===== src/sfd_pkg.sv =====
// sfd_pkg: shared widths, reset values, tanh knot table and stage-enable type
// for the stereo feedback delay. Used by sfd_regs, sfd_chan and the top level.
package sfd_pkg;

  localparam int GAIN_W  = 16;
  localparam int DELAY_W = 15;
  localparam int PADDR_W = 3;
  localparam int PDATA_W = 32;

  localparam logic [GAIN_W-1:0]  GAIN_RESET  = 16'd29491;
  localparam logic [DELAY_W-1:0] DELAY_RESET = 15'd24000;

  localparam int KNOTS = 17;

  // tanh(k/8), k = 0..16, in Q1.15
  localparam logic [15:0] TANH_KNOTS [KNOTS] = '{
    16'd0,     16'd4075,  16'd8025,  16'd11743, 16'd15143, 16'd18173,
    16'd20813, 16'd23071, 16'd24956, 16'd26519, 16'd27797, 16'd28832,
    16'd29660, 16'd30322, 16'd30847, 16'd31262, 16'd31589
  };

  // Knot rescaled from Q1.15 to a sample of sw bits (sw-1 fraction bits), truncating.
  function automatic logic [31:0] knot_scaled(input logic [4:0] k, input int sw);
    logic [47:0] t;
    t = 48'(TANH_KNOTS[k]) << (sw - 1);
    return 32'(t >> 15);
  endfunction

  typedef struct packed {
    logic ld1;     // accept into stage 1
    logic ld2;     // stage 1 -> stage 2
    logic ld3;     // stage 2 -> stage 3
    logic ld_out;  // stage 3 -> result register, store write
  } stage_en_t;

endpackage


===== src/sfd_regs.sv =====
// sfd_regs: APB register file for feedback gain and delay. Also keeps the delay
// reduced modulo the store depth. Depends on sfd_pkg.
module sfd_regs #(
  parameter int STORE_DEPTH = 32768
) (
  input  logic                                clk,
  input  logic                                rst,
  input  logic                                psel,
  input  logic                                penable,
  input  logic                                pwrite,
  input  logic [sfd_pkg::PADDR_W-1:0]         paddr,
  input  logic [sfd_pkg::PDATA_W-1:0]         pwdata,
  output logic [sfd_pkg::PDATA_W-1:0]         prdata,
  output logic                                pready,
  output logic [sfd_pkg::GAIN_W-1:0]          gain,
  output logic [$clog2(STORE_DEPTH)-1:0]      delay_mod
);

  localparam int AW = $clog2(STORE_DEPTH);
  localparam int SH = sfd_pkg::DELAY_W + AW;
  // reciprocal of the depth: floor(d*RECIP >> SH) == d / STORE_DEPTH for any 15-bit d
  localparam longint RECIP = ((longint'(1) << SH) + longint'(STORE_DEPTH) - 1)
                             / longint'(STORE_DEPTH);
  localparam longint DELAY_MOD_RESET = longint'(sfd_pkg::DELAY_RESET) % longint'(STORE_DEPTH);

  typedef enum logic {
    REG_FEEDBACK_GAIN = 1'b0,
    REG_DELAY_SAMPLES = 1'b1
  } reg_idx_t;

  reg_idx_t                     idx;
  logic                         wr_access;
  logic                         wr_setup;
  logic [sfd_pkg::DELAY_W-1:0]  delay_samples;
  logic [sfd_pkg::DELAY_W-1:0]  wdelay;
  logic [47:0]                  recip_prod;
  logic [sfd_pkg::DELAY_W-1:0]  quot;
  logic [31:0]                  quot_times_depth;
  logic [31:0]                  mod_full;

  assign pready    = 1'b1;
  assign idx       = reg_idx_t'(paddr[2]);
  assign wr_access = psel && penable && pwrite && pready;
  assign wr_setup  = psel && !penable && pwrite && (idx == REG_DELAY_SAMPLES);
  assign wdelay    = pwdata[sfd_pkg::DELAY_W-1:0];

  // quotient is formed in the setup phase, the remainder in the access phase
  assign recip_prod       = 48'(wdelay) * 48'(RECIP);
  assign quot_times_depth = 32'(quot) * 32'(STORE_DEPTH);
  assign mod_full         = 32'(wdelay) - quot_times_depth;

  always_ff @(posedge clk) begin
    if (wr_setup) begin
      quot <= sfd_pkg::DELAY_W'(recip_prod >> SH);
    end
  end

  always_ff @(posedge clk) begin
    if (rst) begin
      gain          <= sfd_pkg::GAIN_RESET;
      delay_samples <= sfd_pkg::DELAY_RESET;
      delay_mod     <= AW'(DELAY_MOD_RESET);
    end else if (wr_access) begin
      unique case (idx)
        REG_FEEDBACK_GAIN: gain <= pwdata[sfd_pkg::GAIN_W-1:0];
        REG_DELAY_SAMPLES: begin
          delay_samples <= wdelay;
          delay_mod     <= mod_full[AW-1:0];
        end
        default: ;
      endcase
    end
  end

  always_comb begin
    unique case (idx)
      REG_FEEDBACK_GAIN: prdata = sfd_pkg::PDATA_W'(gain);
      REG_DELAY_SAMPLES: prdata = sfd_pkg::PDATA_W'(delay_samples);
      default:           prdata = '0;
    endcase
  end

endmodule


===== config.mk =====
export PLATFORM = sky130hd
export DESIGN_NAME = sfd_regs
export DESIGN_NICKNAME = d
export VERILOG_FILES = /design/src/sfd_pkg.sv /design/src/sfd_regs.sv
export SDC_FILE = /design/constraint.sdc
export NUM_CORES = 1
export LEC_CHECK = 0
export BUFFER_PORTS_ARGS = -buffer_cell sky130_fd_sc_hd__buf_4
export CAP_MARGIN = 20
export CORE_MARGIN = 1
export CORE_UTILIZATION = 45
export CTS_CLUSTER_DIAMETER = 80
export DETAILED_ROUTE_END_ITERATION = 12
export PLACE_DENSITY = 0.95
export SLEW_MARGIN = 20
export SYNTH_ARGS = -nofsm -noshare
export SYNTH_HDL_FRONTEND = slang
export SYNTH_SLANG_ARGS = --single-unit

===== constraint.sdc =====
create_clock -name clk -period 2.13 [get_ports clk]
set_input_delay 0.426 -clock clk [delete_from_list [all_inputs] [get_ports clk]]
set_output_delay 0.426 -clock clk [all_outputs]
set_load 0.03 [all_outputs]

# Word-level counts from Yosys, hierarchy flattened
# Index checks and enable logic that the tools add are counted.
# W data, S select, Z words.
# classes
mux	1
bitwise	1
reduce_logical	4
# op_table
operator	n
$pmux W32 S2	1
$reduce_and A2 Y1	2
$logic_and A1 B1 Y1	2
$not A1 Y1	1
# word_totals
reg_bits	31
in_bits	40
out_inout_bits	64
word_cells	8

# Logic depth before layout (Yosys ltp)
# depth
ltp_word	3
mapped_depth	5
mapped_depth_nobuf	2

# Worst setup path after synthesis
# OpenSTA, ideal clock, no wires.
# synth_path
kind	input to output
from	in paddr[2] (netlist name)
to	out prdata[15] (netlist name)
arrival_time_ps	1172
required_time_ps	1704
slack_ps	532
stages	3
path_buffers	2
path_cell_list	buf_6 buf_2 nor2b_1
# synth_between
elab_chain_cells	2
# synth_rtl
element	line_no	text
from (decl)	sfd_regs.sv:11	input logic [sfd_pkg::PADDR_W-1:0] paddr,
$not A1 Y1	--	
$pmux W32 S2 *	sfd_regs.sv:76	unique case (idx)
to (decl)	sfd_regs.sv:13	output logic [sfd_pkg::PDATA_W-1:0] prdata,
# Every way passes the cells marked *; elsewhere a longest branch is shown, timed or not. The select of a mux whose other input is x is not followed.

# Worst setup path in the final report
# layout_path
from	in paddr[2] (netlist name)
to	out prdata[1] (netlist name)
# The elaborated chain is that of the path after synthesis.

==> key figures <==
Run status
  • Status: complete, no violations

Power
  • Pwr dens: 558 mW/mm^2
  • Maximum vdd drop: 346 uV
  • Clk network pwr share: 26.8%
  • Int Power: 824 uW
  • Logic gate share of total power: 22.3%
  • Switching Fraction: 30.3%
  • Leakage: 0.000934 uW
  • Power share of the sequential group: 50.9%
  • Net switching power: 358 uW

Routing
  • Initial DRT Pass Iterations: 4
  • Metal3 WL: 225 microns
  • DR WL met2: 1670 microns
  • Wire length on met1: 1400 microns
  • DR iter-0 viols: 63
  • Avg Vias per Cell: 4.56
  • Highest metal used: met4
  • DR vias: 1277
  • Final ANT Viol Nets: 0
  • Routed WL: 3350 microns
  • Avg WL per Cell: 12.0 microns
  • # DRC: 0

Die
  • Rows: 21
  • Core outline area: 0.00342 sq mm
  • Initial Util: 47.7%
  • Die W: 62.2 microns
  • DIE AREA: 0.00387 sq mm
  • Die Y: 62.2 microns
  • Io pins: 104

Cells and area
  • Layout cells sized above 1: 39.3%
  • FILL cells: 304
  • FF/Latch Area: 621 sq um
  • Multi-input gate area: 858 sq um
  • Final instance area: 0.00212 sq mm
  • Fin nets: 273
  • Final Non-Filler Cells: 280
  • Synth-to-Final Area Change: 30.0%
  • # diodes: 0

Global route
  • Vias in the first global route: 1222
  • Congestion Overflow GR: 0
  • Initial antenna violation count: 0
  • Largest net degree at the start of global routing: 58
  • First-pass GRT wire length: 5530 microns
  • Total GRT Usage: 18.3%

Synth
  • Seq/Total Area, Yosys: 38.1%
  • Distinct cell type count after synthesis: 15
  • YS warnings: 0
  • Seq cells post-synth: 31
  • Mapped cell area: 0.00163 sq mm
  • Syn_area_per_cell: 9.70 sq um
  • Synth Instances: 168

Worst setup path
  • Worst EP required: 1.70 ns
  • CP startpoint kind: input pin
  • Kind of critical path: input pin to output port
  • Worst-path maximum fanout: 19
  • Arr. time, crit path: 1.21 ns
  • Setup crit end kind: output port

Place
  • Port Buffers: 68
  • Placer Congestion: 0.751
  • Detailed placement HPWL: 2410 microns
  • Placed inst area: 0.00207 sq mm
  • Placed cells: 272

Run
  • Max Cap Viol: 0

STA
  • Period Utilization, post-route: 76.9%
  • RSZ-0062 raised after global routing: no
  • Hold Fails Final Rpt: 0
  • Fmax: 0.611 GHz
  • Setup Viol. Count Final: 0
  • Max-slew violation count: 0
  • Setup TNS: 0 ns
  • Min Tclk post-route: 1.64 ns
  • Clk_skew: 0 ns

Clocking
  • TritonCTS buffer count: 5
  • Total clock sinks: 31
  • # hold bufs at CTS: 0
  • CTS Buffer Depth: 2
  • Setup Fix Bufs, Post-CTS: 0
  • Post-cts resize count: 0
  • Worst-path clk slew: 0.09 ns
  • H-tree levels: 2
  • Later-pin clock latency in the skew report: 0.32 ns
  • Root buffer selected by CTS: clkbuf_4
  • CTS tree: yes

Hold path
  • Hold WC Path Type: input pin to register
-- cells by family (layout without fill, tap and decap cells) --
| group | Yosys count | count (layout) | share of synthesized area (%) |
|---|---|---|---|
| AND/OR/NAND/NOR | 61 | 61 | 19.3 |
| buffers and inverters | 28 | 79 | 12.7 |
| multiplexers | 46 | 46 | 29.4 |
| flip-flops | 31 | 31 | 38.1 |
| other | 2 | 17 | 0.461 |
-- cell usage in the layout (no fill, tap or decap) --
cell,Yosys,layout
and4_1,1,1
and4b_1,1,1
buf_4,18,71
clkbuf_1,4,2
clkbuf_4,0,5
clkinv_2,0,1
conb_1,2,17
dfxtp_1,31,31
mux2_2,15,15
mux2i_1,31,31
nand2b_1,28,28
nand4_1,1,1
nor2_1,29,29
nor2b_1,1,1
-- area by class of cell --
class | instances | area share (%)
sequential | 31 | 29.3
clock inverter | 1 | 0.236
clock buffer | 7 | 2.13
multi-input combinational | 124 | 40.5
tap | 46 | 2.72
timing repair buffer | 71 | 25.1
-- per-stage QoR --
step	total power [uW]	setup WS [ns]	utilization [%]	hold slack [ns]
2_1_floorplan	820	0.532	-	0.581
3_3_place_gp	875	0.498	60.6	0.469
3_5_place_dp	880	0.478	60.6	0.483
4_1_cts	1200	0.475	62.1	0.352
5_1_grt	1250	0.446	62.1	0.356
6_report	1180	0.492	62.1	0.360
-- metal layers --
layer | up-vias | GRT usage [%]
met3 | 5 | 4.78
met5 | - | 0
met4 | 0 | 9.30
met1 | 579 | 21.0
li1 | 642 | -
met2 | 51 | 31.3
-- state kept, by name, summed over array words and instances (netlist names) --
name and cells:
delay_samples 15, gain 16
-- power groups by stage --
stage          sequential, uW  combinational, uW  clock (uW)
2_1_floorplan             639                180           0
3_5_place_dp              615                264           0
4_1_cts                   602                265         330
6_report                  602                264         316
3_3_place_gp              615                260           0
5_1_grt                   604                281         362
-- critical path, cell delays in order --
cell and delay (ns):
buf_4 0.24, mux2_2 0.37, buf_4 0.17
-- cell usage after synthesis --
cell,number,area share (%)
mux2i_1,31,19
dfxtp_1,31,38
buf_2,3,0.92
nor2_1,29,6.7
buf_12,1,1.2
and4b_1,1,0.61
nor2b_1,1,0.38
buf_6,2,1.4
clkbuf_1,4,0.92
mux2_2,15,10
conb_1,2,0.46
nand2b_1,28,11
buf_4,18,8.3
nand4_1,1,0.38
and4_1,1,0.54
-- worst paths after layout --
path	end	slack, ns	startpoint	cells past startpoint
worst max-delay path	prdata[1]	0.49	paddr[2]	3
worst min-delay path	gain[4]	0.36	pwdata[4]	3
worst max register to register	delay_samples[8]	1.49	delay_samples[8]	2
worst min register to register	delay_samples[3]	0.49	delay_samples[3]	2
(Power assumes the default switching activity.)
