--- config.mk ---
export PLATFORM = sky130hd
export DESIGN_NAME = sfd_chan
export DESIGN_NICKNAME = d
export VERILOG_FILES = /design/src/sfd_pkg.sv /design/src/sfd_chan.sv
export SDC_FILE = /design/constraint.sdc
export NUM_CORES = 1
export LEC_CHECK = 0
export BUFFER_PORTS_ARGS = -buffer_cell sky130_fd_sc_hd__buf_2
export CAP_MARGIN = 10
export CORE_UTILIZATION = 25
export CTS_BUF_LIST = sky130_fd_sc_hd__clkbuf_16
export DETAILED_ROUTE_END_ITERATION = 10
export PLACE_DENSITY = 0.5
export REMOVE_ABC_BUFFERS = 1
export SYNTH_ARGS = -nofsm -noshare
export SYNTH_HDL_FRONTEND = slang
export SYNTH_SLANG_ARGS = --single-unit
--- constraint.sdc ---
create_clock -name clk -period 37.5 [get_ports clk]
set_input_delay 7.5 -clock clk [delete_from_list [all_inputs] [get_ports clk]]
set_output_delay 7.5 -clock clk [all_outputs]
set_load 0.05 [all_outputs]
--- src/sfd_pkg.sv ---
// sfd_pkg: shared widths, reset values, tanh knot table and stage-enable type
// for the stereo feedback delay. Used by sfd_regs, sfd_chan and the top level.
package sfd_pkg;

  localparam int GAIN_W  = 16;
  localparam int DELAY_W = 15;
  localparam int PADDR_W = 3;
  localparam int PDATA_W = 32;

  localparam logic [GAIN_W-1:0]  GAIN_RESET  = 16'd29491;
  localparam logic [DELAY_W-1:0] DELAY_RESET = 15'd24000;

  localparam int KNOTS = 17;

  // tanh(k/8), k = 0..16, in Q1.15
  localparam logic [15:0] TANH_KNOTS [KNOTS] = '{
    16'd0,     16'd4075,  16'd8025,  16'd11743, 16'd15143, 16'd18173,
    16'd20813, 16'd23071, 16'd24956, 16'd26519, 16'd27797, 16'd28832,
    16'd29660, 16'd30322, 16'd30847, 16'd31262, 16'd31589
  };

  // Knot rescaled from Q1.15 to a sample of sw bits (sw-1 fraction bits), truncating.
  function automatic logic [31:0] knot_scaled(input logic [4:0] k, input int sw);
    logic [47:0] t;
    t = 48'(TANH_KNOTS[k]) << (sw - 1);
    return 32'(t >> 15);
  endfunction

  typedef struct packed {
    logic ld1;     // accept into stage 1
    logic ld2;     // stage 1 -> stage 2
    logic ld3;     // stage 2 -> stage 3
    logic ld_out;  // stage 3 -> result register, store write
  } stage_en_t;

endpackage

--- src/sfd_chan.sv ---
// sfd_chan: per-channel datapath: feedback multiply, tanh soft clip by knot
// interpolation, dry+half-echo result register. Depends on sfd_pkg.
module sfd_chan #(
  parameter int SW = 16
) (
  input  logic                        clk,
  input  sfd_pkg::stage_en_t          en,
  input  logic [sfd_pkg::GAIN_W-1:0]  gain,
  input  logic                        hit,
  input  logic signed [SW-1:0]        sample_in,
  input  logic signed [SW-1:0]        rdata,
  output logic signed [SW-1:0]        wdata,
  output logic signed [SW:0]          result
);

  localparam int RW  = SW + 1;
  localparam int PW  = SW + sfd_pkg::GAIN_W + 1;
  localparam int XW  = SW + 2;
  localparam int SEG = SW - 4;
  localparam int DW  = SW - 3;
  localparam int IPW = DW + SEG;

  // stage 1
  logic signed [SW-1:0]  in1;
  logic signed [SW-1:0]  delayed;
  logic signed [PW-1:0]  prod1;
  logic signed [RW-1:0]  res1;
  // stage 2
  logic signed [SW-1:0]  in2;
  logic signed [PW-1:0]  prod2;
  logic signed [RW-1:0]  res2;
  logic signed [PW-1:0]  prod_rnd;
  logic signed [RW-1:0]  fb;
  logic signed [XW-1:0]  x;
  logic [XW-1:0]         mag;
  logic [SW-1:0]         a;
  logic [3:0]            seg;
  logic [SEG-1:0]        frac;
  logic [31:0]           k0_w;
  logic [31:0]           k1_w;
  logic [SW-2:0]         y0;
  logic [SW-2:0]         y1;
  logic [DW-1:0]         diff;
  logic [IPW-1:0]        ip;
  // stage 3
  logic [IPW-1:0]        ip3;
  logic [SW-2:0]         y0_3;
  logic                  neg3;
  logic signed [RW-1:0]  res3;
  logic [IPW-1:0]        ip_rnd;
  logic [SW-2:0]         y;

  // never-written entries read as zero
  assign delayed = hit ? rdata : '0;
  assign prod1   = delayed * $signed({1'b0, gain});
  assign res1    = RW'(in1) + RW'(delayed >>> 1);

  always_ff @(posedge clk) begin
    if (en.ld1) begin
      in1 <= sample_in;
    end
    if (en.ld2) begin
      in2   <= in1;
      prod2 <= prod1;
      res2  <= res1;
    end
    if (en.ld3) begin
      ip3  <= ip;
      y0_3 <= y0;
      neg3 <= x[XW-1];
      res3 <= res2;
    end
    if (en.ld_out) begin
      result <= res3;
    end
  end

  // feedback term, rounded to nearest with ties up
  assign prod_rnd = prod2 + PW'(32768);
  assign fb       = $signed(prod_rnd[PW-1:16]);
  assign x        = XW'(in2) + XW'(fb);
  assign mag      = x[XW-1] ? (~x + XW'(1)) : x;
  // clamp just under 2.0
  assign a        = (mag[XW-1:SW] != '0) ? {SW{1'b1}} : mag[SW-1:0];
  assign seg      = a[SW-1:SEG];
  assign frac     = a[SEG-1:0];
  assign k0_w     = sfd_pkg::knot_scaled({1'b0, seg}, SW);
  assign k1_w     = sfd_pkg::knot_scaled({1'b0, seg} + 5'd1, SW);
  assign y0       = k0_w[SW-2:0];
  assign y1       = k1_w[SW-2:0];
  assign diff     = DW'(y1 - y0);
  assign ip       = IPW'(diff) * IPW'(frac);

  assign ip_rnd = ip3 + IPW'(1 << (SEG - 1));
  assign y      = y0_3 + (SW-1)'(ip_rnd[IPW-1:SEG]);
  assign wdata  = neg3 ? -$signed({1'b0, y}) : $signed({1'b0, y});

endmodule

-- Word-level counts from Yosys, hierarchy flattened
Memories as Yosys holds them, arrays and structs flattened.
Index checks and enable logic that the tools add are counted.
- bits in registers: 157
- memory bits (read-only): 1024
- input bits: 54
- output and inout port bits: 33
- logic and storage cells: 36
- memories: 2
- memory list (memory ; depth ; bits a word ; rd ports ; clocked after memory_dff ; write ports ; line ; text):
    (name not given) ; 32 ; 16 ; 1 ; 0 ; 0 ; sfd_pkg.sv:25 ; t = 48'(TANH_KNOTS[k]) << (sw - 1);
    (name not given) ; 32 ; 16 ; 1 ; 0 ; 0 ; sfd_pkg.sv:25 ;
- $add $sub $neg: 9
- $mul: 2
- magnitude comparators: 2
- muxes and demuxes: 8
- bitwise gates (word level): 3
- reductions and logical operators: 1
- operator list (cell ; count):
    16-bit 2-to-1 mux ; 3
    33-bit by 17-bit adder with 33-bit output (second input constant) ; 1
    16-bit by 17-bit multiplier with 33-bit output ; 1
    15-bit 2-to-1 mux ; 2
    13-bit 2-to-1 mux ; 2
    25-bit by 12-bit adder with 25-bit output (second input constant) ; 1
    13-bit by 12-bit multiplier with 25-bit output ; 1
    16-bit by 17-bit adder with 18-bit output ; 1
    18-bit by 2-bit adder with 18-bit output (second input constant) ; 1
    18-bit 2-to-1 mux ; 1
    18-bit inverter ; 1
    16-bit by 15-bit adder with 17-bit output ; 1
    15-bit negator with 16-bit output ; 1
    15-bit by 13-bit adder with 15-bit output ; 1
    13-bit subtractor ; 1
    6-bit greater-or-equal comparator (second input constant) ; 2
    4-bit inverter with 6-bit output ; 1
    5-bit inverter with 6-bit output ; 1
    4-bit by 1-bit adder with 5-bit output (second input constant) ; 1
    2-bit nonzero test ; 1

-- Depth between registers and ports, before layout
Gate-level depths: netlist (run 1).
- depth in word-level cells: 14
- gate-level depth with buffers: 61
- gate-level depth less buffers: 58

-- Least setup slack after synthesis (run 1)
No wires, ideal clock.
- path kind: input port to flip-flop
- start point: in hit
- end point: reg prod2[32], data pin
- library setup time: 0.262 ns
- data arrival time: 14.700 ns
- data required time: 37.238 ns
- path slack: 22.539 ns
- cell stages on the path: 30
- buffers on the path: 3
- path through: clkbuf_1 -> and2_1 -> clkbuf_1 -> clkbuf_1 -> nand2_1 -> fa_1 -> inv_1 -> fa_1 -> inv_1 -> fa_1 -> inv_1 -> fa_1 -> inv_1 -> fa_1 -> inv_1 -> fa_1 -> ha_1 -> a21o_1 -> a21oi_1 -> nand2_1 -> o311a_1 -> a31o_2 -> o41a_1 -> o41ai_1 -> o21ai_0 -> o31a_1 -> nor2_1 -> nor2_1 -> a211oi_1 -> xnor2_1
- cells in the longest elaborated chain, start to end: 2
- ends and longest elaborated chain (element ; line ; text):
    start: declaration ; sfd_chan.sv:9 ; input logic hit,
    16-bit 2-to-1 mux ; sfd_chan.sv:54 ; assign delayed = hit ? rdata : '0;
    16-bit by 17-bit multiplier with 33-bit output ; sfd_chan.sv:55 ; assign prod1 = delayed * $signed({1'b0, gain});
    named net prod1[32] ; sfd_chan.sv:26 ; logic signed [PW-1:0] prod1;
    end signal: assignment ; sfd_chan.sv:64 ; prod2 <= prod1;
    end: declaration ; sfd_chan.sv:30 ; logic signed [PW-1:0] prod2;
The timed path passes the listed nets, and every way through them passes these cells.
A chain may end at the register's enable or synchronous reset.

-- Worst setup path in the final report (run 1)
Ends and elaborated chain as after synthesis.

==> results.md, run 1 <==
- Measured against its own limit, the worst slew margin works out to 0.234.
- The total routing resource utilization after global routing is 0.127.
- The share of synthesized area occupied by flip-flops and latches is 0.179.
- The main flop type after synthesis is edfxtp_1.
- Data on the critical path arrives at its endpoint at 16.09 ns.
- OpenSTA, run right after detailed placement, puts the worst setup slack at 21.13 ns.
- The aggregate routed wire length is 55,100 microns.
- The overall overflow remaining after global route is 0.
- Leaving out fill and tap cells, the most frequent cells in the layout are inv_1 (402), fa_1 (306), nand2_1 (289), ha_1 (245), edfxtp_1 (131).
- The sequential cell area in the final layout is 3930 sq um.
- Counting the fill cells in the layout gives 9,340.
- The maximum clock insertion buffer count is 2.
- The final estimated routing congestion in global placement is 0.838.
- The run finished with clean final reports.
- The die footprint is 88,900 sq um.
- Post-CTS timing repair inserted 0 buffers for setup.
- The post-route worst setup slack is 21.63 ns.
- After synthesis the netlist holds a flip-flop and latch count of 131.
- In the final layout, the share of cells above drive strength 1 is 0.0749.
- The worst hold path belongs to the class reg -> reg.
- The count of hold buffers inserted by post-cts repair is 0.
- The first global-routing pass estimated 89,300 microns of wire.
- The worst hold path passes through 0 cells.
- The number of different library cells used by synthesis comes to 92.
- Clock-pin slew was measured on the worst setup and hold paths at 0.07 ns.
- The fraction of registers with async set or reset after synthesis is 0.
- Summed over all nets, the half-perimeter wirelength after detailed placement is 45,100 microns.
- Port buffering added 86 buffers.
- The number of cells on the worst reg-to-reg path is 57.
- The number of flops mapped to enable cells by yosys is 131.
- For the final routed database, the setup TNS stands at 0 ns.
- Setup violations remaining at the end of the flow were counted as 0.
- The critical path launch point type is an input port.
- The fmax is 0.0630 GHz.
- The count of final max-slew check failures is 0.
- The clock buffer count from CTS is 17.
- The layout-stage area growth over the synthesis result is 9.79%.
- The count of TritonRoute iterations in the first routing pass is 5.
- Final hold analysis gives a worst-case slack of 0.406 ns.
- In this run the horizontal extent of the chip is 298 microns.
- The combined area of the multi-input logic cells is 16,100 sq um.
- The clock period minus final worst setup slack is 15.87 ns.
- The endpoint type of the worst setup path is a flop.
- The detailed router finished its first iteration with 831 violations.
- The height of the chip is 298 microns.
- The average instance in the mapped netlist occupies 9.36 sq um.
- The count of nets left with antenna violations once routing finished came out at 0.
- The critical path is of the in -> reg type.
- The post-synthesis instance total is 2,342.
- The reported max-cap violation count is 0.
- The number of clock sinks is 131.
- The cell count after placement is 3,499.
- The hold violation total from the final report is 0.
- The transition time of the tightest slew-check pin is 1.13 ns.
- The initial antenna violation count was 1.
- The detailed-route vias per instance is 4.44.
- The number of H-tree levels is 4.
- Setup repair after global routing left no endpoint under its margin.
- Clock latency on the worst-skew pair, taken at its later pin, is 0.47 ns.
- The most common cell after layout, fill and taps aside is inv_1.
- The number of nets in the layout is 2,968.
- The average wire per cell in the routed design is 15.6 microns.
- The final clock skew is 0.0123 ns.
- In this run the clock root is driven by a clkbuf_16.
- The total number of vias is 15,691.
- The repair_antennas step left the layout with diodes totalling 0.
- The number of remaining DRC errors is 0.
- The number of warnings reported in the yosys synthesis log is 0.
- The row count is 108.
- The post-synthesis instance area is 21,900 sq um.
- The count of cells resized by post-cts repair is 0.
- The via count of the first global-routing pass is 16,191.
- Pin placement for this block handled 87 I/O pins.
- The data required time of the worst path is 37.72 ns.
- The initial utilization of the core area, before any placement, comes to 0.253.
- The pin count of the biggest net entering global routing is 107.
- In this run the standard cell core region covers 86,800 sq um.
- The final cell count without fillers is 3,531.
- Of the available clock period, the critical path in the final layout requires 0.423.
- The peak fanout along the critical path is 106.
- The TritonCTS clock tree is done.
==> stage by stage <==
stage / instance area, sq um / utilization
after global routing: 24100 / 0.277
after floorplan: 21500 / -
after CTS: 24100 / 0.277
after global placement: 23500 / 0.270
after detailed placement: 23500 / 0.270
final: 24100 / 0.277
==> final timing paths <==
check,from,end,slack [ns]
min reg2reg,res3[6],result[6],0.41
min,res3[6],result[6],0.41
max reg2reg,prod2[17],ip3[22],22.64
max,hit,prod2[32],21.63
==> critical path: stages <==
cell and delay [ns]:
buf_2 0.07, buf_4 0.61, and2_1 0.68, nand2_1 0.17
fa_1 0.55, inv_1 0.05, fa_1 0.53, ha_1 0.14
inv_1 0.05, fa_1 0.54, fa_1 0.45, fa_1 0.55
inv_1 0.04, ha_1 0.30, a21o_1 0.20, a2111oi_0 0.50
nand2_1 0.16, o311a_1 0.39, a31o_2 0.30, o41a_1 0.38
o41ai_1 0.57, o21ai_0 0.31, o31a_1 0.34, nor2_1 0.20
nor2_1 0.09, a211oi_1 0.28, xnor2_1 0.09
==> metal layers <==
| metal | part of all wire | wire length (microns) | GRT usage | up-vias |
|---|---|---|---|---|
| li1 | - | - | - | 7698 |
| met1 | 0.48 | 26600 | 0.174 | 7725 |
| met2 | 0.47 | 26100 | 0.211 | 227 |
| met3 | 0.032 | 1760 | 0.0184 | 41 |
| met4 | 0.013 | 689 | 0.0286 | 0 |
| met5 | 0 | 0 | 0 | - |
==> cell families (layout without fill, tap and decap cells) <==
logic type	count (synthesis)	in the layout	share of synthesized area
fa+ha+maj	551	551	0.419
xor+xnor	142	142	0.0567
flops	131	131	0.179
compound gates	305	305	0.0970
buf+inv	496	530	0.0872
mux	6	6	0.00280
simple gates	711	711	0.157
==> final cells by class <==
type / count / area share
multi-input cells: 1715 / 0.668
flip-flops and latches: 131 / 0.163
inverters: 402 / 0.0627
well taps: 1155 / 0.0601
repair buffers: 96 / 0.0210
clock buffers: 17 / 0.0177
clock inverters: 15 / 0.00712
==> registers in the layout, summed over array words and instances (netlist names) <==
| register | flops |
|---|---|
| prod2 | 18 |
| res2 | 17 |
| res3 | 17 |
| result | 17 |
| in1 | 16 |
| in2 | 16 |
| y0_3 | 15 |
| ip3 | 14 |
| neg3 | 1 |
==> cell usage after synthesis, drive strengths merged, types with 4 or more instances <==
master	number	area, sq um
nor3b	4	35.0
nand4	8	50.1
o22ai	6	37.5
a21o	38	285
a221oi	4	35.0
o21bai	16	120
or3	15	98.8
nand2	290	1090
a31oi	7	43.8
inv	402	1510
o41ai	4	35.0
nor4	10	68.8
a21oi	66	357
a211oi	19	168
o211ai	10	80.1
nor2	124	465
a2111oi	4	41.3
clkbuf	80	300
a21boi	7	52.6
fa	306	6130
xor2	43	377
o31a	4	35.0
o31ai	9	72.6
nor2b	15	93.8
nand3	35	175
o21ai	67	339
and3	111	701
xnor2	99	867
o21a	12	90.1
mux2i	5	50.1
nor3	16	91.3
and4	4	35.0
nand2b	17	106
buf	14	101
and2	25	159
or2	23	146
ha	245	3070
edfxtp	131	3930
Power of run 1 is left out: the tool's default activity adds up to more than one toggle a clock period on the data nets, which glitch-free logic cannot reach.
==> inputs of run 2 (changes only) <==
Clock period 37.5 ns to 15.4 ns, I/O delays scaled along.
==> run 2 against run 1 <==
  * Cell area is essentially flat
  * Clock-buffer cell count is the same
  * Register-to-register slack got worse by 21 ns
  * Core utilization about the same
  * Critical endpoint is now ip3[22]
  * Sequential cell count is the same
  * Highest routed layer unchanged
  * Worst setup slack got worse by 20 ns
==> results.md, run 2 (synthesis results as in run 1) <==
- The run finished with clean final reports.
- The number of remaining DRC errors is 0.
- Routability-driven placement finished with a final weighted congestion of 0.869.
- The transition time of the tightest slew-check pin is 1.23 ns.
- The hold violation total from the final report is 0.
- The insertion delay to the later sink of the worst-skew pair is 0.46 ns.
- The register with the most flip-flops in the layout has 18 of them.
- The first-pass GRT wire length is 92,200 microns.
- The layout-stage area growth over the synthesis result is 9.88%.
- The setup path with the least slack is of type reg -> reg.
- The clock tree synthesis step divided the H-tree into 4 levels.
- Dividing the detail-routed wire length by the instance count gives 16.0 microns.
- The number of nets with antenna violations after routing is 0.
- In the layout the commonest cells are inv_1 (402), fa_1 (306), nand2_1 (289), ha_1 (244), edfxtp_1 (131).
- The row count is 108.
- Counting cells, the worst reg-to-reg path comes to 55.
- The data required time of the worst path is 15.59 ns.
- The final clock skew is 0.0159 ns.
- Using the TritonRoute via totals, the vias-per-cell ratio works out to 4.50.
- In the finished design, the share of the clock period the worst path needs comes to 0.916.
- In this run the critical register-to-register path is captured at ip3[22].
- The initial core utilization is 0.253.
- The fraction of layout instances using a drive strength above 1 is 0.0753.
- For this run, the post-layout net count is 2,969.
- The worst hold path terminates at result[7].
- In this run the tool buffered the top-level ports with 86 buffer cells.
- The cell sitting at the root of the clock tree is a clkbuf_16.
- Clock tree synthesis inserted a total of 17 buffers.
- Entering global routing, the biggest net connects 75 pins.
- The half-perimeter wire length after placement is 45,500 microns.
- Based on the critical path, the design can be clocked at up to 0.0709 GHz.
- The count of final max-slew check failures came to 0.
- Wires add up to 56,600 microns.
- The peak fanout along the critical path is 24.
- TritonCTS built the clock tree.
- The initial antenna violation count is 1.
- Summed over all layers, the global routing overflow is 0.
- On the critical path, the stage with the largest delay is an instance of ha_2.
- Measured along the y axis, the die boundary spans 298 microns.
- Setup slack on the worst reg-to-reg path comes out at 1.30 ns.
- The endpoint type of the worst setup path is a flop.
- The count of boundary I/O pins is 87.
- The die span in x is 298 microns.
- The detailed router placed 15,889 vias in this run.
- The repair_antennas step left the layout with diodes totalling 0.
- The number of clock sinks is 131.
- The die footprint is 88,900 sq um.
- At the worst endpoint, the arrival time is 14.30 ns.
- The hold path startpoint is res3[7].
- The pre-antenna-repair detailed-routing pass consisted of 5 iterations.
- The count of final setup violators is 0.
- The count of hold buffers inserted by post-cts repair is 0.
- The worst hold path belongs to the class reg -> reg.
- The placeable core region is 86,800 sq um.
- The via count of the first global-routing pass is 16,801.
- The clock period minus final worst setup slack is 14.10 ns.
- Leaving out fill and tap cells, the most frequent cell in the layout is inv_1.
- The startpoint of the worst-slack reg-to-reg timing path is prod2[17].
- The number of fill cells in the layout is 9,354.
- The worst setup path is launched from a flop.
- The clock passes through at most 2 buffers.
- On the worst path, the slowest cell contributes a delay of 0.61 ns.
- The first routing iteration left 740 violations.
- The total routing resource utilization after global routing is 0.132.
- Setup repair after global routing left no endpoint under its margin.
- The worst pin sits at a relative slew slack of 0.169.
- The reported max-cap violation count is 0.
- Setup total negative slack on the finished layout was measured at 0 ns.
- The clock transition time at the flip-flop clock pins of the worst setup and hold paths is 0.07 ns.
- The worst hold path was traced through 0 stages.
- The most numerous cell on the critical path is fa_1.
- The register with the highest flop count is prod2.
-- run 2: layout make-up --
type / count / area, sq um / share of cell area
multi-input cells: 1715 / 16100 / 0.667
flip-flops and latches: 131 / 3930 / 0.163
inverters: 402 / 1510 / 0.0627
well taps: 1155 / 1450 / 0.0600
repair buffers: 97 / 513 / 0.0213
clock buffers: 17 / 425 / 0.0177
clock inverters: 15 / 181 / 0.00753
-- run 2: per-layer routing --
layer  global-route usage  vias to the layer above  wire (microns)
met2                0.226                      280           27600
li1                     -                     7692               -
met3               0.0169                       46            2070
met5                    0                        -               0
met1                0.177                     7871           26200
met4               0.0255                        0             765
-- run 2: through the flow --
step | std cells | instance area, sq um | util | hold WS [ns] | worst slack, ns
6_report | 3532 | 24100 | 0.278 | 0.408 | 1.30
5_1_grt | 3532 | 24100 | 0.278 | 0.422 | 0.0657
4_1_cts | 3532 | 24100 | 0.278 | 0.409 | 0.950
3_5_place_dp | 3500 | 23500 | 0.271 | 0.405 | 0.986
3_3_place_gp | 3500 | 23500 | 0.271 | 0.401 | 1.18
2_1_floorplan | 2248 | 21500 | - | 0.400 | 2.22
-- run 2: worst max path at each step --
stage / from / endpoint / slack (ns)
6_report: prod2[17] / ip3[22] / 1.30
5_1_grt: prod2[17] / ip3[22] / 0.07
4_1_cts: prod2[17] / ip3[22] / 0.95
3_5_place_dp: prod2[17] / ip3[22] / 0.99
3_3_place_gp: prod2[17] / ip3[22] / 1.18
2_1_floorplan: prod2[17] / ip3[22] / 2.22
-- run 2: critical path: cells and delay by family, from the launching register on --
family | cells | cell delay, ns
adders and majority gates | 10 | 4.66
AOI/OAI and AO/OA | 19 | 3.99
and+or+nand+nor | 16 | 3.20
xor gates and xnor gates | 4 | 0.80
buffers and inverters | 6 | 0.76
DFF | 1 | 0.39
-- run 2: timing repair --
item,CTS,global route
endpoints found under the setup margin,0,4
resized for setup,0,2
buffers inserted,0,0
Power of run 2 is left out for the same reason.
